--- src/hw/rtl/assert_macros.svh ---
// ----------------------------------------------------------------------------
// Assertion macros
// Shared concurrent assertion forms for the timeout tracker.
// ----------------------------------------------------------------------------
`ifndef ASSERT_MACROS_SVH
`define ASSERT_MACROS_SVH

// Same-cycle implication, disabled during reset.
`define RTT_ASSERT_IMP(label, clk, rst, ante, cons, msg) \
   label: assert property (@(posedge clk) disable iff (rst) (ante) |-> (cons)) \
      else $error(msg);

// Next-cycle implication, disabled during reset.
`define RTT_ASSERT_NXT(label, clk, rst, ante, cons, msg) \
   label: assert property (@(posedge clk) disable iff (rst) (ante) |=> (cons)) \
      else $error(msg);

`endif

--- src/hw/rtl/rtt_pkg.sv ---
// ----------------------------------------------------------------------------
// rtt_pkg
// Types, codes and helper functions of the request timeout tracker.
// ----------------------------------------------------------------------------
`timescale 1ns / 1ps

package rtt_pkg;

   localparam int SLOTS_DEFAULT = 8;
   localparam int MASK_W        = 8;
   localparam int CSR_ADDR_W    = 4;

   localparam logic [31:0] RESET_TIMEOUT_MEASURE     = 32'd90000;
   localparam logic [31:0] RESET_TIMEOUT_CALIBRATE   = 32'd240000;
   localparam logic [31:0] RESET_TIMEOUT_HEALTHCHECK = 32'd15000;
   localparam logic [31:0] RESET_MARGIN              = 32'd15000;
   localparam logic [7:0]  EMPTY_RESULT              = 8'd2;

   // register indexes
   localparam logic [1:0] REG_TIMEOUT_MEASURE     = 2'd0;
   localparam logic [1:0] REG_TIMEOUT_CALIBRATE   = 2'd1;
   localparam logic [1:0] REG_TIMEOUT_HEALTHCHECK = 2'd2;
   localparam logic [1:0] REG_BROADCAST_MARGIN    = 2'd3;

   // command codes
   localparam logic [1:0] OPC_CALIBRATE   = 2'd0;
   localparam logic [1:0] OPC_MEASURE     = 2'd1;
   localparam logic [1:0] OPC_HEALTHCHECK = 2'd2;

   // response kinds
   localparam logic [1:0] KIND_MEASURE     = 2'd0;
   localparam logic [1:0] KIND_HEALTHCHECK = 2'd1;
   localparam logic [1:0] KIND_CALIBRATE   = 2'd2;
   localparam logic [1:0] KIND_OTHER       = 2'd3;

   typedef enum logic [1:0] {
      ACT_REQUEST   = 2'd0,
      ACT_BROADCAST = 2'd1,
      ACT_RESPONSE  = 2'd2,
      ACT_TICK      = 2'd3
   } action_type;

   typedef enum logic [2:0] {
      EV_BC_PUBLISH      = 3'd0,
      EV_PENDING_PUBLISH = 3'd1,
      EV_UNSOLICITED     = 3'd2,
      EV_DROPPED         = 3'd3,
      EV_STORED          = 3'd4,
      EV_TABLE_FULL      = 3'd5,
      EV_WINDOW_OPENED   = 3'd6,
      EV_TICK            = 3'd7
   } event_type;

   typedef enum logic [1:0] {
      ALU_ADD        = 2'd0,
      ALU_EQ         = 2'd1,
      ALU_GT         = 2'd2,
      ALU_ELAPSED_GT = 2'd3
   } alu_op_type;

   typedef struct packed {
      logic [15:0] node;
      logic [1:0]  command;
      logic [31:0] sent;
   } slot_entry_type;

   typedef struct packed {
      logic write;
      logic set_active;
      logic clr_active;
   } slot_ctl_type;

   // fold the unused command code onto healthcheck
   function automatic logic [1:0] clamp_cmd(input logic [1:0] cmd);
      return (cmd > OPC_HEALTHCHECK) ? OPC_HEALTHCHECK : cmd;
   endfunction

   function automatic logic [1:0] kind_for_cmd(input logic [1:0] cmd);
      logic [1:0] kind;
      case (cmd)
         OPC_CALIBRATE: kind = KIND_CALIBRATE;
         OPC_MEASURE:   kind = KIND_MEASURE;
         default:       kind = KIND_HEALTHCHECK;
      endcase
      return kind;
   endfunction

   function automatic logic [1:0] cmd_for_kind(input logic [1:0] kind);
      logic [1:0] cmd;
      case (kind)
         KIND_MEASURE:     cmd = OPC_MEASURE;
         KIND_HEALTHCHECK: cmd = OPC_HEALTHCHECK;
         default:          cmd = OPC_CALIBRATE;
      endcase
      return cmd;
   endfunction

   function automatic logic [31:0] limit_for(input logic [1:0]  cmd,
                                             input logic [31:0] t_measure,
                                             input logic [31:0] t_calibrate,
                                             input logic [31:0] t_health);
      logic [31:0] lim;
      case (cmd)
         OPC_MEASURE:   lim = t_measure;
         OPC_CALIBRATE: lim = t_calibrate;
         default:       lim = t_health;
      endcase
      return lim;
   endfunction

endpackage

--- src/hw/rtl/rtt_alu.sv ---
// ----------------------------------------------------------------------------
// rtt_alu
// Shared 32-bit add / compare unit driven by the tracker sequencer.
// ----------------------------------------------------------------------------
`timescale 1ns / 1ps

module rtt_alu (
   input  rtt_pkg::alu_op_type op,
   input  logic [31:0]         a,
   input  logic [31:0]         b,
   input  logic [31:0]         c,
   output logic [31:0]         sum,
   output logic                flag
);

   logic [31:0] diff;

   assign diff = a - b;

   always_comb begin
      sum  = a + b;
      flag = 1'b0;
      unique case (op)
         rtt_pkg::ALU_ADD:        flag = 1'b0;
         rtt_pkg::ALU_EQ:         flag = (a == b);
         rtt_pkg::ALU_GT:         flag = (a > b);
         rtt_pkg::ALU_ELAPSED_GT: flag = (diff > c);
         default:                 flag = 1'b0;
      endcase
   end

endmodule

--- src/hw/rtl/rtt_slot_table.sv ---
// ----------------------------------------------------------------------------
// rtt_slot_table
// Slot memory (node, command, send time) with per-slot active flags.
// ----------------------------------------------------------------------------
`timescale 1ns / 1ps
`include "assert_macros.svh"

module rtt_slot_table #(
   parameter int SLOTS = rtt_pkg::SLOTS_DEFAULT,
   localparam int IDX_W = (SLOTS > 1) ? $clog2(SLOTS) : 1
) (
   input  logic                    clock,
   input  logic                    reset,
   input  logic [IDX_W-1:0]        index,
   input  rtt_pkg::slot_ctl_type   ctl,
   input  rtt_pkg::slot_entry_type wr_entry,
   output rtt_pkg::slot_entry_type rd_entry,
   output logic [SLOTS-1:0]        active
);

   rtt_pkg::slot_entry_type mem [SLOTS];
   rtt_pkg::slot_entry_type rd_entry_ff;
   logic [SLOTS-1:0]        active_ff;
   logic [SLOTS-1:0]        active_in;

   always_ff @(posedge clock) begin
      if (ctl.write) begin
         mem[index] <= wr_entry;
      end
      rd_entry_ff <= mem[index];
   end

   always_comb begin
      active_in = active_ff;
      if (ctl.set_active) begin
         active_in[index] = 1'b1;
      end
      if (ctl.clr_active) begin
         active_in[index] = 1'b0;
      end
   end

   always_ff @(posedge clock) begin
      if (reset) begin
         active_ff <= '0;
      end else begin
         active_ff <= active_in;
      end
   end

   assign rd_entry = rd_entry_ff;
   assign active   = active_ff;

   `RTT_ASSERT_IMP(a_write_free_slot, clock, reset, ctl.write, !active_ff[index],
                   "slot written while still active")

endmodule

--- src/hw/rtl/request_timeout_tracker.sv ---
// Steps: a response hitting the open window publishes in the next cycle; a broadcast runs
//   S_BC_SUM, S_BC_MARGIN; requests, other responses and ticks scan the slots one at a time
//   (ticks then end in S_WIN); the slot memory is single-port and the 32-bit ALU is shared.
// Throughput: one transaction at a time, start taken only while busy is low.
// Reset (synchronous): clears slot flags, window, time and sequencer; registers take
//   their defaults. Results are one-cycle strobes; the receiver cannot stall.
// ----------------------------------------------------------------------------
// request_timeout_tracker
// Outstanding-request table with timeouts and one broadcast window.
// ----------------------------------------------------------------------------
`timescale 1ns / 1ps
`include "assert_macros.svh"

module request_timeout_tracker #(
   parameter int SLOTS = rtt_pkg::SLOTS_DEFAULT,
   localparam int IDX_W = (SLOTS > 1) ? $clog2(SLOTS) : 1
) (
   input  logic                          clock,
   input  logic                          reset,
   // request channel
   input  logic                          start,
   output logic                          busy,
   input  logic [1:0]                    req_action,
   input  logic [15:0]                   req_node,
   input  logic [1:0]                    req_command,
   input  logic [1:0]                    req_response_kind,
   input  logic                          req_has_payload,
   input  logic [7:0]                    req_payload_byte,
   // result channel
   output logic                          rsp_valid,
   output logic [2:0]                    rsp_event_res,
   output logic [15:0]                   rsp_source_node,
   output logic [1:0]                    rsp_original_command,
   output logic [7:0]                    rsp_result_code,
   output logic [7:0]                    rsp_expired_mask,
   output logic                          rsp_broadcast_closed,
   // configuration port
   input  logic                          psel,
   input  logic                          penable,
   input  logic                          pwrite,
   input  logic [rtt_pkg::CSR_ADDR_W-1:0] paddr,
   input  logic [31:0]                   pwdata,
   output logic [31:0]                   prdata,
   output logic                          pready
);

   // One-hot sequencer states
   typedef enum logic [9:0] {
      S_IDLE      = 10'b00_0000_0001,
      S_REQ_SCAN  = 10'b00_0000_0010,
      S_BC_SUM    = 10'b00_0000_0100,
      S_BC_MARGIN = 10'b00_0000_1000,
      S_RSP_READ  = 10'b00_0001_0000,
      S_RSP_EVAL  = 10'b00_0010_0000,
      S_TICK_INC  = 10'b00_0100_0000,
      S_TICK_READ = 10'b00_1000_0000,
      S_TICK_EVAL = 10'b01_0000_0000,
      S_WIN       = 10'b10_0000_0000
   } state_type;

   localparam logic [IDX_W-1:0] LAST_IDX = IDX_W'(SLOTS - 1);

   // ------------------------------------------------------------------
   // Configuration registers
   // ------------------------------------------------------------------
   logic [31:0] t_measure_ff, t_calibrate_ff, t_health_ff, margin_ff;
   logic        csr_write;
   logic [1:0]  csr_index;

   assign pready    = 1'b1;
   assign csr_write = psel && penable && pwrite && pready;
   assign csr_index = paddr[3:2];

   always_ff @(posedge clock) begin
      if (reset) begin
         t_measure_ff   <= rtt_pkg::RESET_TIMEOUT_MEASURE;
         t_calibrate_ff <= rtt_pkg::RESET_TIMEOUT_CALIBRATE;
         t_health_ff    <= rtt_pkg::RESET_TIMEOUT_HEALTHCHECK;
         margin_ff      <= rtt_pkg::RESET_MARGIN;
      end else if (csr_write) begin
         unique case (csr_index)
            rtt_pkg::REG_TIMEOUT_MEASURE:     t_measure_ff   <= pwdata;
            rtt_pkg::REG_TIMEOUT_CALIBRATE:   t_calibrate_ff <= pwdata;
            rtt_pkg::REG_TIMEOUT_HEALTHCHECK: t_health_ff    <= pwdata;
            rtt_pkg::REG_BROADCAST_MARGIN:    margin_ff      <= pwdata;
            default:                          margin_ff      <= margin_ff;
         endcase
      end
   end

   // Read back the addressed register
   always_comb begin
      unique case (csr_index)
         rtt_pkg::REG_TIMEOUT_MEASURE:     prdata = t_measure_ff;
         rtt_pkg::REG_TIMEOUT_CALIBRATE:   prdata = t_calibrate_ff;
         rtt_pkg::REG_TIMEOUT_HEALTHCHECK: prdata = t_health_ff;
         rtt_pkg::REG_BROADCAST_MARGIN:    prdata = margin_ff;
         default:                          prdata = '0;
      endcase
   end

   // ------------------------------------------------------------------
   // Sequencer and tracker state
   // ------------------------------------------------------------------
   state_type        state_ff, state_in;
   logic [IDX_W-1:0] idx_ff, idx_in;

   // latched transaction fields
   logic [15:0] r_node_ff, r_node_in;
   logic [1:0]  r_cmd_ff, r_cmd_in;
   logic [1:0]  r_kind_ff, r_kind_in;
   logic [7:0]  r_code_ff, r_code_in;

   // scratch for the two-step broadcast deadline sum, expiry mask of a tick
   logic [31:0] acc_ff, acc_in;
   logic [7:0]  mask_ff, mask_in;

   // time base and broadcast window
   logic [31:0] now_ff, now_in;
   logic        win_open_ff, win_open_in;
   logic [1:0]  win_cmd_ff, win_cmd_in;
   logic [31:0] win_deadline_ff, win_deadline_in;

   // result registers
   logic        out_valid_ff, out_valid_in;
   logic [2:0]  out_event_ff, out_event_in;
   logic [15:0] out_node_ff, out_node_in;
   logic [1:0]  out_cmd_ff, out_cmd_in;
   logic [7:0]  out_code_ff, out_code_in;
   logic [7:0]  out_mask_ff, out_mask_in;
   logic        out_closed_ff, out_closed_in;

   // shared ALU
   rtt_pkg::alu_op_type alu_op;
   logic [31:0]         alu_a, alu_b, alu_c, alu_sum;
   logic                alu_flag;

   // slot table
   rtt_pkg::slot_ctl_type   tbl_ctl;
   rtt_pkg::slot_entry_type tbl_wr_entry, tbl_rd_entry;
   logic [SLOTS-1:0]        tbl_active;

   logic       idx_last;
   logic [6:0] idx_ext;
   logic       miss_unsol;

   rtt_alu u_alu (
      .op   (alu_op),
      .a    (alu_a),
      .b    (alu_b),
      .c    (alu_c),
      .sum  (alu_sum),
      .flag (alu_flag)
   );

   rtt_slot_table #(
      .SLOTS (SLOTS)
   ) u_slot_table (
      .clock    (clock),
      .reset    (reset),
      .index    (idx_ff),
      .ctl      (tbl_ctl),
      .wr_entry (tbl_wr_entry),
      .rd_entry (tbl_rd_entry),
      .active   (tbl_active)
   );

   assign idx_last   = (idx_ff == LAST_IDX);
   assign idx_ext    = 7'(idx_ff);
   assign miss_unsol = (r_kind_ff != rtt_pkg::KIND_OTHER);

   // a new slot always records the current time
   assign tbl_wr_entry = '{node: r_node_ff, command: r_cmd_ff, sent: now_ff};

   always_comb begin
      state_in        = state_ff;
      idx_in          = idx_ff;
      r_node_in       = r_node_ff;
      r_cmd_in        = r_cmd_ff;
      r_kind_in       = r_kind_ff;
      r_code_in       = r_code_ff;
      acc_in          = acc_ff;
      mask_in         = mask_ff;
      now_in          = now_ff;
      win_open_in     = win_open_ff;
      win_cmd_in      = win_cmd_ff;
      win_deadline_in = win_deadline_ff;

      out_valid_in  = 1'b0;
      out_event_in  = out_event_ff;
      out_node_in   = out_node_ff;
      out_cmd_in    = out_cmd_ff;
      out_code_in   = out_code_ff;
      out_mask_in   = out_mask_ff;
      out_closed_in = out_closed_ff;

      alu_op  = rtt_pkg::ALU_ADD;
      alu_a   = '0;
      alu_b   = '0;
      alu_c   = '0;
      tbl_ctl = '0;

      unique case (state_ff) inside
         S_IDLE: begin
            if (start) begin
               r_node_in = req_node;
               r_cmd_in  = rtt_pkg::clamp_cmd(req_command);
               r_kind_in = req_response_kind;
               r_code_in = req_has_payload ? req_payload_byte : rtt_pkg::EMPTY_RESULT;
               idx_in    = '0;
               unique case (rtt_pkg::action_type'(req_action))
                  rtt_pkg::ACT_REQUEST:   state_in = S_REQ_SCAN;
                  rtt_pkg::ACT_BROADCAST: state_in = S_BC_SUM;
                  rtt_pkg::ACT_RESPONSE: begin
                     // open window answered: publish right away
                     if (win_open_ff &&
                         req_response_kind == rtt_pkg::kind_for_cmd(win_cmd_ff)) begin
                        out_valid_in  = 1'b1;
                        out_event_in  = rtt_pkg::EV_BC_PUBLISH;
                        out_node_in   = req_node;
                        out_cmd_in    = win_cmd_ff;
                        out_code_in   = req_has_payload ? req_payload_byte
                                                        : rtt_pkg::EMPTY_RESULT;
                        out_mask_in   = '0;
                        out_closed_in = 1'b0;
                     end else begin
                        state_in = S_RSP_READ;
                     end
                  end
                  rtt_pkg::ACT_TICK:      state_in = S_TICK_INC;
                  default:                state_in = S_IDLE;
               endcase
            end
         end

         S_REQ_SCAN: begin
            // take the lowest free slot, else report a full table
            if (!tbl_active[idx_ff]) begin
               tbl_ctl.write      = 1'b1;
               tbl_ctl.set_active = 1'b1;
               out_valid_in  = 1'b1;
               out_event_in  = rtt_pkg::EV_STORED;
               out_node_in   = r_node_ff;
               out_cmd_in    = r_cmd_ff;
               out_code_in   = '0;
               out_mask_in   = '0;
               out_closed_in = 1'b0;
               state_in      = S_IDLE;
            end else if (idx_last) begin
               out_valid_in  = 1'b1;
               out_event_in  = rtt_pkg::EV_TABLE_FULL;
               out_node_in   = r_node_ff;
               out_cmd_in    = r_cmd_ff;
               out_code_in   = '0;
               out_mask_in   = '0;
               out_closed_in = 1'b0;
               state_in      = S_IDLE;
            end else begin
               idx_in = idx_ff + 1'b1;
            end
         end

         S_BC_SUM: begin
            alu_op   = rtt_pkg::ALU_ADD;
            alu_a    = now_ff;
            alu_b    = rtt_pkg::limit_for(r_cmd_ff, t_measure_ff, t_calibrate_ff,
                                          t_health_ff);
            acc_in   = alu_sum;
            state_in = S_BC_MARGIN;
         end

         S_BC_MARGIN: begin
            // reopen overwrites any window still running
            alu_op          = rtt_pkg::ALU_ADD;
            alu_a           = acc_ff;
            alu_b           = margin_ff;
            win_open_in     = 1'b1;
            win_cmd_in      = r_cmd_ff;
            win_deadline_in = alu_sum;
            out_valid_in    = 1'b1;
            out_event_in    = rtt_pkg::EV_WINDOW_OPENED;
            out_node_in     = '0;
            out_cmd_in      = r_cmd_ff;
            out_code_in     = '0;
            out_mask_in     = '0;
            out_closed_in   = 1'b0;
            state_in        = S_IDLE;
         end

         S_RSP_READ, S_TICK_READ: begin
            // skip idle slots; fetch active ones from the slot memory
            if (tbl_active[idx_ff]) begin
               state_in = (state_ff == S_RSP_READ) ? S_RSP_EVAL : S_TICK_EVAL;
            end else if (!idx_last) begin
               idx_in = idx_ff + 1'b1;
            end else if (state_ff == S_TICK_READ) begin
               state_in = S_WIN;
            end else begin
               out_valid_in  = 1'b1;
               out_event_in  = miss_unsol ? rtt_pkg::EV_UNSOLICITED : rtt_pkg::EV_DROPPED;
               out_node_in   = r_node_ff;
               out_cmd_in    = miss_unsol ? rtt_pkg::cmd_for_kind(r_kind_ff) : 2'd0;
               out_code_in   = miss_unsol ? r_code_ff : 8'd0;
               out_mask_in   = '0;
               out_closed_in = 1'b0;
               state_in      = S_IDLE;
            end
         end

         S_RSP_EVAL: begin
            alu_op = rtt_pkg::ALU_EQ;
            alu_a  = 32'(tbl_rd_entry.node);
            alu_b  = 32'(r_node_ff);
            if (alu_flag) begin
               // free the pending slot and publish its result
               tbl_ctl.clr_active = 1'b1;
               out_valid_in  = 1'b1;
               out_event_in  = rtt_pkg::EV_PENDING_PUBLISH;
               out_node_in   = r_node_ff;
               out_cmd_in    = tbl_rd_entry.command;
               out_code_in   = r_code_ff;
               out_mask_in   = '0;
               out_closed_in = 1'b0;
               state_in      = S_IDLE;
            end else if (idx_last) begin
               out_valid_in  = 1'b1;
               out_event_in  = miss_unsol ? rtt_pkg::EV_UNSOLICITED : rtt_pkg::EV_DROPPED;
               out_node_in   = r_node_ff;
               out_cmd_in    = miss_unsol ? rtt_pkg::cmd_for_kind(r_kind_ff) : 2'd0;
               out_code_in   = miss_unsol ? r_code_ff : 8'd0;
               out_mask_in   = '0;
               out_closed_in = 1'b0;
               state_in      = S_IDLE;
            end else begin
               idx_in   = idx_ff + 1'b1;
               state_in = S_RSP_READ;
            end
         end

         S_TICK_INC: begin
            alu_op   = rtt_pkg::ALU_ADD;
            alu_a    = now_ff;
            alu_b    = 32'd1;
            now_in   = alu_sum;
            mask_in  = '0;
            state_in = S_TICK_READ;
         end

         S_TICK_EVAL: begin
            // wrap-safe elapsed time against the slot's own timeout
            alu_op = rtt_pkg::ALU_ELAPSED_GT;
            alu_a  = now_ff;
            alu_b  = tbl_rd_entry.sent;
            alu_c  = rtt_pkg::limit_for(tbl_rd_entry.command, t_measure_ff, t_calibrate_ff,
                                        t_health_ff);
            if (alu_flag) begin
               tbl_ctl.clr_active = 1'b1;
               if (idx_ext < 7'(rtt_pkg::MASK_W)) begin
                  mask_in[idx_ext[2:0]] = 1'b1;
               end
            end
            if (idx_last) begin
               state_in = S_WIN;
            end else begin
               idx_in   = idx_ff + 1'b1;
               state_in = S_TICK_READ;
            end
         end

         S_WIN: begin
            // plain unsigned deadline compare, no wrap handling
            alu_op        = rtt_pkg::ALU_GT;
            alu_a         = now_ff;
            alu_b         = win_deadline_ff;
            out_valid_in  = 1'b1;
            out_event_in  = rtt_pkg::EV_TICK;
            out_node_in   = '0;
            out_cmd_in    = '0;
            out_code_in   = '0;
            out_mask_in   = mask_ff;
            out_closed_in = win_open_ff && alu_flag;
            if (win_open_ff && alu_flag) begin
               win_open_in = 1'b0;
            end
            state_in = S_IDLE;
         end

         default: state_in = S_IDLE;
      endcase
   end

   always_ff @(posedge clock) begin
      if (reset) begin
         state_ff        <= S_IDLE;
         idx_ff          <= '0;
         now_ff          <= '0;
         win_open_ff     <= 1'b0;
         win_cmd_ff      <= rtt_pkg::OPC_HEALTHCHECK;
         win_deadline_ff <= '0;
         out_valid_ff    <= 1'b0;
      end else begin
         state_ff        <= state_in;
         idx_ff          <= idx_in;
         now_ff          <= now_in;
         win_open_ff     <= win_open_in;
         win_cmd_ff      <= win_cmd_in;
         win_deadline_ff <= win_deadline_in;
         out_valid_ff    <= out_valid_in;
      end
   end

   // payload registers, no reset needed
   always_ff @(posedge clock) begin
      r_node_ff     <= r_node_in;
      r_cmd_ff      <= r_cmd_in;
      r_kind_ff     <= r_kind_in;
      r_code_ff     <= r_code_in;
      acc_ff        <= acc_in;
      mask_ff       <= mask_in;
      out_event_ff  <= out_event_in;
      out_node_ff   <= out_node_in;
      out_cmd_ff    <= out_cmd_in;
      out_code_ff   <= out_code_in;
      out_mask_ff   <= out_mask_in;
      out_closed_ff <= out_closed_in;
   end

   assign busy                 = (state_ff != S_IDLE);
   assign rsp_valid            = out_valid_ff;
   assign rsp_event_res        = out_event_ff;
   assign rsp_source_node      = out_node_ff;
   assign rsp_original_command = out_cmd_ff;
   assign rsp_result_code      = out_code_ff;
   assign rsp_expired_mask     = out_mask_ff;
   assign rsp_broadcast_closed = out_closed_ff;

   // results only appear once the sequencer is back at rest
   `RTT_ASSERT_IMP(a_rsp_at_rest, clock, reset, rsp_valid, !busy,
                   "result strobe while sequencer busy")

   // every transaction but a response keeps the sequencer busy after acceptance
   `RTT_ASSERT_NXT(a_accept_busy, clock, reset,
                   start && !busy && (req_action != rtt_pkg::ACT_RESPONSE), busy,
                   "sequencer did not leave idle after accepting a transaction")

   // expiry mask and window-closed flag belong to tick results only
   `RTT_ASSERT_IMP(a_tick_fields, clock, reset,
                   rsp_valid && (rsp_event_res != rtt_pkg::EV_TICK),
                   (rsp_expired_mask == 8'd0) && !rsp_broadcast_closed,
                   "tick fields set on a non-tick result")

endmodule

--- config.mk ---
export PLATFORM = sky130hd
export DESIGN_NAME = request_timeout_tracker
export DESIGN_NICKNAME = d
export VERILOG_FILES = /design/src/hw/rtl/rtt_pkg.sv /design/src/hw/rtl/rtt_alu.sv /design/src/hw/rtl/rtt_slot_table.sv /design/src/hw/rtl/request_timeout_tracker.sv
export VERILOG_INCLUDE_DIRS = /design/src /design/src/hw/rtl
export SDC_FILE = /design/constraint.sdc
export NUM_CORES = 1
export LEC_CHECK = 0
export BUFFER_PORTS_ARGS = -buffer_cell sky130_fd_sc_hd__buf_4
export CORE_ASPECT_RATIO = 1.4
export CORE_MARGIN = 2
export CORE_UTILIZATION = 60
export CTS_BUF_LIST = sky130_fd_sc_hd__clkbuf_4 sky130_fd_sc_hd__clkbuf_8
export DETAILED_ROUTE_END_ITERATION = 10
export GPL_TIMING_DRIVEN = 0
export PLACE_DENSITY_LB_ADDON = 0.1
export SYNTH_ARGS = -nofsm -noshare
export SYNTH_HDL_FRONTEND = slang
export SYNTH_SLANG_ARGS = --single-unit
--- constraint.sdc ---
create_clock -name clock -period 21.2 [get_ports clock]
set_clock_uncertainty 0.1 [all_clocks]
set_input_delay 4.24 -clock clock [delete_from_list [all_inputs] [get_ports clock]]
set_output_delay 4.24 -clock clock [all_outputs]
set_load 0.01 [all_outputs]
== Word-level counts from Yosys, hierarchy flattened ==
Memories as Yosys holds them, arrays and structs flattened. A register that Yosys moved wholly into a read port is not among the register bits.
Index checks and enable logic that the tools add are counted.

* Flip-flop bits (word level): 323
* Logic and storage cells: 241
* Output and inout port bits: 73
* Memory bits (writable): 400
* Input bits: 73
* Memories: 1

* Equal/unequal tests: 43
* $lt $le $gt $ge: 6
* Multiplexer cells: 126
* Add/sub/neg operators: 3
* Bitwise logic cells: 4
* Reductions and logical operators: 34

{| class="wikitable"
|+ Memories
! memory !! depth !! width !! read ports !! clocked after Yosys merged registers in !! wr ports !! line !! text
|-
| u_slot_table.mem || 8 || 50 || 1 || 1 || 1 || rtt_slot_table.sv:21 || <nowiki>rtt_pkg::slot_entry_type mem [SLOTS];</nowiki>
|}

{| class="wikitable"
|+ Operators by type and width
! cell !! count
|-
| $mux 8 || 25
|-
| $pmux 32 s6 || 1
|-
| $mux 16 || 9
|-
| $pmux 32 s2 || 2
|-
| $pmux 32 s4 || 1
|-
| $pmux 32 s3 || 1
|-
| $mux 10 || 8
|-
| $pmux 16 s5 || 1
|-
| $pmux 10 s7 || 1
|-
| $gt 32x32->1 || 2
|-
| $pmux 8 s6 || 1
|-
| $mux 3 || 15
|-
| $pmux 10 s4 || 1
|-
| $pmux 8 s5 || 1
|-
| $add 32x32->32 || 1
|-
| $eq 32x32->1 || 1
|-
| $mux 2 || 16
|-
| $mux 32 || 1
|-
| $sub 32x32->32 || 1
|-
| $mux 1 || 26
|-
| $pmux 3 s6 || 1
|-
| $reduce_and 9->1 || 2
|-
| $or 8x8->8 || 2
|-
| $pmux 8 s2 || 1
|-
| other kinds (48) || 95
|}

== Depth between registers and ports, before layout ==
Gate-level depths: netlist of the first run.

* Word-level depth: 11
* Depth in mapped cells: 30
* Mapped depth without buffers: 27

== Hierarchy ==
From an unflattened synthesis of the first run, not the netlist that was laid out.

* Cells, all modules: 3024
* Area total of the unflattened synthesis: 36326.1 sq um

{| class="wikitable"
|+ Modules (own cells, without submodules)
! module !! instances !! cells each !! sequential area each (sq um) !! area an instance (sq um)
|-
| rtt_slot_table || 1 || 679 || 13172.6 || 16642.2
|-
| request_timeout_tracker || 1 || 1712 || 7367.1 || 15228.4
|-
| rtt_alu || 1 || 633 || 0.0 || 4455.5
|}

== Worst setup path after synthesis of the first run ==
No wires, ideal clock.

* Path type: in2out
* From: in paddr[2] in the netlist's numbering
* To: out prdata[10]
* Arrival time: 5702 ps
* Cell stages on the path: 3
* Buffers on the path: 2
* Setup slack: 11158 ps
* Required time: 16860 ps
* Cell sequence: clkbuf_1 -> buf_1 -> mux4_2

* Cells in the longest elaborated chain, start to end: 2
* Elaborated cells on any way between the ends: 5
* Those cells by class: eq/ne: 3; mux: 1; reduce/logical: 1

{| class="wikitable"
|+ Ends and longest elaborated chain
! what !! line !! text
|-
| start: declaration || request_timeout_tracker.sv:41 || <nowiki>input logic [rtt_pkg::CSR_ADDR_W-1:0] paddr,</nowiki>
|-
| $eq 2x2->1 (tied with other cells) || request_timeout_tracker.sv:93 || <nowiki>unique case (csr_index)</nowiki>
|-
| $pmux 32 s4 (*) || request_timeout_tracker.sv:93 ||
|-
| end: declaration || request_timeout_tracker.sv:43 || <nowiki>output logic [31:0] prdata,</nowiki>
|}

Mark *: on every way between the ends. The rest lies on a longest branch, timed or not.

== Worst setup path after layout of the first run ==
* From: in paddr[3] in the netlist's numbering
* To: out prdata[21]

The elaborated chain is that of the path after synthesis.

==> results of run 1 <==
==> power by group through the flow <==
stage          logic, W  registers (W)  clock network [W]
2_1_floorplan  0.000186        0.00168                  0
3_3_place_gp   0.000288        0.00171                  0
3_5_place_dp   0.000295        0.00171                  0
4_1_cts        0.000297        0.00167            0.00127
5_1_grt        0.000322        0.00168            0.00134
6_report       0.000300        0.00168            0.00127
==> sequential cells by signal, indices dropped and copies added, names as in the netlist, 10 cells and up <==
register and cells:
margin_ff 32, u_slot_table.rd_entry 50, t_calibrate_ff 32, win_deadline_ff 32, u_slot_table.mem 400, state_ff 10, now_ff 32, t_health_ff 32
r_node_ff 16, acc_ff 32, rsp_source_node 16, t_measure_ff 32
==> worst max-delay path: stages <==
cell and delay, ns:
buf_4 0.08, clkbuf_1 0.46, buf_1 0.62, clkbuf_1 0.72
mux4_2 0.47, buf_4 0.17
==> worst max-delay path by stage <==
stage	endpoint	slack [ns]	from
finish	prdata[21]	10.09	paddr[3]
global route	prdata[21]	10.06	paddr[3]
CTS	prdata[21]	10.08	paddr[3]
detailed placement	prdata[21]	10.08	paddr[3]
global placement	prdata[21]	10.12	paddr[3]
floorplan	prdata[10]	11.16	paddr[2]
==> logic make-up after synthesis <==
family                     count (synthesis)
and+or+nand+nor                          939
AOI/OAI and AO/OA                        845
DFF                                      773
buffers and inverters                    300
muxes                                    101
adders and majority gates                 99
xor gates and xnor gates                  57
other                                      1
==> metal layers <==
metal,part of all wire,vias to the layer above
met2,0.48,1810
met1,0.36,13579
met4,0.065,4
met3,0.093,430
li1,-,12204
met5,0.00028,-
==> cell usage after synthesis (all sizes together) (11+ instances only) <==
master / n
a211oi: 17
a21o: 34
a21oi: 258
a221oi: 48
a222oi: 17
a22o: 34
a22oi: 209
and2: 15
and3: 11
buf: 20
clkbuf: 194
dfxtp: 267
edfxtp: 506
ha: 97
inv: 86
mux2i: 67
mux4: 32
nand2: 490
nand2b: 16
nand3: 47
nand4: 67
nor2: 158
nor2b: 40
nor3: 45
nor4: 13
o21a: 27
o21ai: 99
o21bai: 13
o221a: 19
xnor2: 49
==> metrics by stage <==
step | area, µm² | worst slack [ns] | std cells | power [W]
6_report | 39800 | 10.09 | 4230 | 0.00325
5_1_grt | 39800 | 10.06 | 4229 | 0.00333
4_1_cts | 39800 | 10.08 | 4228 | 0.00325
3_5_place_dp | 37400 | 10.08 | 4020 | 0.00200
3_3_place_gp | 36900 | 10.12 | 3998 | 0.00199
2_1_floorplan | 34900 | 11.16 | 3115 | 0.00187
==> layout make-up <==
class,count,area (µm²)
Multi-Input combinational cell,2042,13300
Clock buffer,155,1920
Clock inverter,53,489
Inverter,86,323
Timing Repair Buffer,163,1470
Fill cell,4299,17700
Antenna cell,2,5.00
Sequential cell,773,20500
Tap cell,742,928
Buffer,214,812
==> out/metrics.cfg, run 1 <==
[synth]
synth_top_area_frac=0.436
synth_area_leaders=edfxtp_1 44%, dfxtp_1 15%, nand2_1 5.3%, a22oi_1 4.5%, a21oi_1 3.7%
synth-seq-cells=773
synth-xor-area-share=0.0143
ys_types=84
synthAdderAreaFrac=0.0360
synth_edf_count=506
synth-simple-area-share=0.122
yosys_warnings=0
synthCells=3115
synthFlopType=edfxtp_1
syn_area_um2=34900
synth_top_family_by_area=compound AO/OA/AOI/OAI gates
syn_area_per_cell_um2=11.2
synth_mux_area_frac=0.0405
synth_compound_area_frac=0.166
syn_nets=3287
yosysSeqAreaShare=0.589
yosysTopAreaCell=edfxtp_1
postSynth.asyncResetShare=0

[clock_network]
clock_sinks=773
cts_buffers=109
postCtsSetupRepairBufs=0
clk_pin_slew_ns=0.07
cts_buffer_depth=3
root_buffer=clkbuf_8
cts_hold_buf=0
cts-resized-gates=0
cts_max_level=3
insertion_delay_ns=0.78
tritoncts=built

[layout]
areaGrowthSynthToFinish_pct=14.0
final_util=0.691
fin_nets=3561
final_cell_mix=506 x edfxtp_1, 490 x nand2_1, 267 x dfxtp_1, 258 x a21oi_1, 209 x a22oi_1
layout_commonest_cell=edfxtp_1
drive_gt1_frac=0.123

[power_and_ir_drop]
p_comb_frac=0.092
p_sw_w=0.000832
power.share.sequential=0.516
p_per_area_nw_per_um2=81.7
ir_drop_mv=0.0813
power_switching_share=0.256
clock_power_share=0.391
p_int_w=0.00242
p_leak_nw=14.7

[sta]
setup_violations=0
fin_crit_sh=0.524
clock.fmax_ghz=0.0900
hold_viol=0
hold_ws_ns=0.360
drv_slew=0
rsz0062_at_grt=no
tns_ns=0
tightestPinTransition_ns=1.27
min_period_ns=11.11
relSlewSlack=0.154

[drt]
firstDrtPassIters=9
totalWireLength_um=120000
antenna_left=0
drc=0
vias=28027
drtIter0Drc=3533
wl_per_cell_um=28.4
viasPerCell=6.63

[setup_path]
reg2reg_slack_ns=11.29
cp-end-kind=output port
crit_path_max_fanout=10
r2r-start=state_ff[4]
ff2ff_path_depth=29
critPathKind=input pin to output port
reg2reg_to=u_slot_table.active[7]
cp_data_arrival_time_ns=6.77
critPathRequiredTime_ns=16.86
startpoint_type=input pin

[min_path]
whs_path_depth=2
holdPathEnd=win_deadline_ff[8]
hp-class=flop to flop
hp-start=win_deadline_ff[8]

[global_routing]
grt_pass1_vias=27257
met2_usage=0.667
top_usage_layer=met2
met1_usage=0.480
antenna_found_initial=5
gr-total-overflow=0
grtUsageTotal=0.395
grt_max_degree=35
grt_pass1_wl_um=175000
gr-usage-met3=0.0654

[die]
die_area_um2=60100
dieHeight_um=289
num_rows=104
die_x_um=208
core-area_um2=57500
ioPinCount=146
start_util=0.606

[placed_design]
globalplace.congestion=0.969
place.detailed.hpwl_um=87800
port_buffers=141

[status]
status=finished clean

[flow_run]
max_cap_violations=0

Power figures use the tool's default switching activity.
==> inputs of run 2 (changes only) <==
==> constraint.sdc (replaced) <==
create_clock -name clock -period 10.86 [get_ports clock]
set_clock_uncertainty 0.1 [all_clocks]
set_input_delay 2.172 -clock clock [delete_from_list [all_inputs] [get_ports clock]]
set_output_delay 2.172 -clock clock [all_outputs]
set_load 0.01 [all_outputs]
==> run 2 against run 1 <==
Final cell count barely moved. Sequential power rose by 95%. Highest routed layer unchanged. Critical endpoint is now u_slot_table.active[7]. Clock-buffer cell count did not move. Combinational power rose by 96%. Via count fell by 0.31%. Setup slack got worse by 9.2 ns. Sequential share of layout area barely moved.
==> out/metrics.cfg, run 2 (synthesis gave the netlist of run 1 again) <==
[status]
status=finished clean

[placed_design]
globalplace.congestion=0.969
dp_slack_ns=0.474
port_buffers=141
place.detailed.hpwl_um=87800
placed_cell_area_um2=37400

[layout]
final_cell_mix=506 x edfxtp_1, 490 x nand2_1, 267 x dfxtp_1, 258 x a21oi_1, 209 x a22oi_1
largest_reg_flops=400
areaGrowthSynthToFinish_pct=14.0
fin_nets=3561
layout_commonest_cell=edfxtp_1
drive_gt1_frac=0.123
final_area_um2=39800
largest-register=u_slot_table.mem
final_util=0.691

[sta]
tns_ns=0
fin_crit_sh=0.916
rsz0062_at_grt=no
relSlewSlack=0.148
drv_slew=0
setup_slack_ns=0.913
hold_viol=0
setup_violations=0
min_period_ns=9.95
clock.fmax_ghz=0.101
tightestPinTransition_ns=1.27

[global_routing]
grtUsageTotal=0.395
grt_pass1_vias=27249
grt_max_degree=35
antenna_found_initial=5
gr-total-overflow=0
grt_pass1_wl_um=175000

[clock_network]
cts_buffer_depth=3
tritoncts=built
cts-resized-gates=0
cts_hold_buf=0
clk_pin_slew_ns=0.06
cts_max_level=3
postCtsSetupRepairBufs=0
root_buffer=clkbuf_8
cts_buffers=109
clock_sinks=773
insertion_delay_ns=0.77

[setup_path]
cp_data_arrival_time_ns=10.55
reg2reg_to=u_slot_table.active[7]
cpMostUsedCell=a21oi_1
crit_path_max_fanout=10
r2r-start=state_ff[4]
startpoint_type=flop
crit_path_max_incr_delay_ns=1.04
critPathSlowestCell=nor3b_1
reg2reg_slack_ns=0.91
critPathRequiredTime_ns=11.46
ff2ff_path_depth=28
cp-end-kind=flop
critPathKind=flop to flop

[drt]
firstDrtPassIters=8
wl_per_cell_um=28.4
drc=0
drtIter0Drc=3473
vias=27940
antenna_left=0
viasPerCell=6.61
totalWireLength_um=120000

[die]
dieHeight_um=289
start_util=0.606
die_area_um2=60100
ioPinCount=146
core-area_um2=57500
die_x_um=208
num_rows=104

[power_and_ir_drop]
p_leak_nw=14.7
p_per_area_nw_per_um2=160
ir_drop_mv=0.160
finalPower_w=0.00634

[flow_run]
max_cap_violations=0

[min_path]
hp-start=win_deadline_ff[8]
holdPathEnd=win_deadline_ff[8]
whs_path_depth=2
hp-class=flop to flop

## run 2: cell types whose count changed in the layout (fill, tap and decap cells not counted)
cell / change
diode_2: -1
## run 2: worst max path at each step
stage	startpoint	endpoint	slack, ns
global placement	state_ff[4]	u_slot_table.active[4]	0.44
floorplan	state_ff[4]	u_slot_table.active[7]	4.11
finish	state_ff[4]	u_slot_table.active[7]	0.91
CTS	state_ff[4]	u_slot_table.active[7]	0.42
global route	state_ff[4]	u_slot_table.active[4]	0.42
detailed placement	state_ff[4]	u_slot_table.active[7]	0.47
## run 2: cell type report
type | instances | area, µm²
Inverter | 86 | 323
Timing Repair Buffer | 163 | 1470
Tap cell | 742 | 928
Clock inverter | 53 | 489
Multi-Input combinational cell | 2042 | 13300
Buffer | 214 | 812
Sequential cell | 773 | 20500
Fill cell | 4300 | 17700
Antenna cell | 1 | 2.50
Clock buffer | 155 | 1920
## run 2: where the power goes
| group | switching (W) | total, W | internal (W) |
|---|---|---|---|
| logic | 0.000368 | 0.000588 | 0.000220 |
| clock network | 0.00117 | 0.00248 | 0.00131 |
| registers | 0.0000834 | 0.00327 | 0.00319 |
## run 2: per-layer routing
| metal | up-vias | global-route usage | wire length (µm) |
|---|---|---|---|
| met5 | - | 0 | 52 |
| met1 | 13518 | 0.480 | 43400 |
| met4 | 6 | 0.238 | 7630 |
| li1 | 12204 | - | - |
| met2 | 1799 | 0.666 | 57700 |
| met3 | 413 | 0.0655 | 11100 |
## run 2: critical path: cells and delay by family (launching register included)
| family | cells | cell delay, ns |
|---|---|---|
| adder cells (fa/ha/maj) | 2 | 0.44 |
| AND/OR/NAND/NOR | 5 | 2.10 |
| flip-flops | 1 | 0.30 |
| buffers and inverters | 4 | 1.92 |
| AO/OA/AOI/OAI | 16 | 4.83 |
| XOR/XNOR | 1 | 0.17 |
## run 2: per-stage QoR
step,std cells,hold slack (ns)
4_1_cts,4228,0.361
6_report,4229,0.363
3_3_place_gp,3998,0.345
3_5_place_dp,4020,0.353
5_1_grt,4229,0.376
2_1_floorplan,3115,0.336
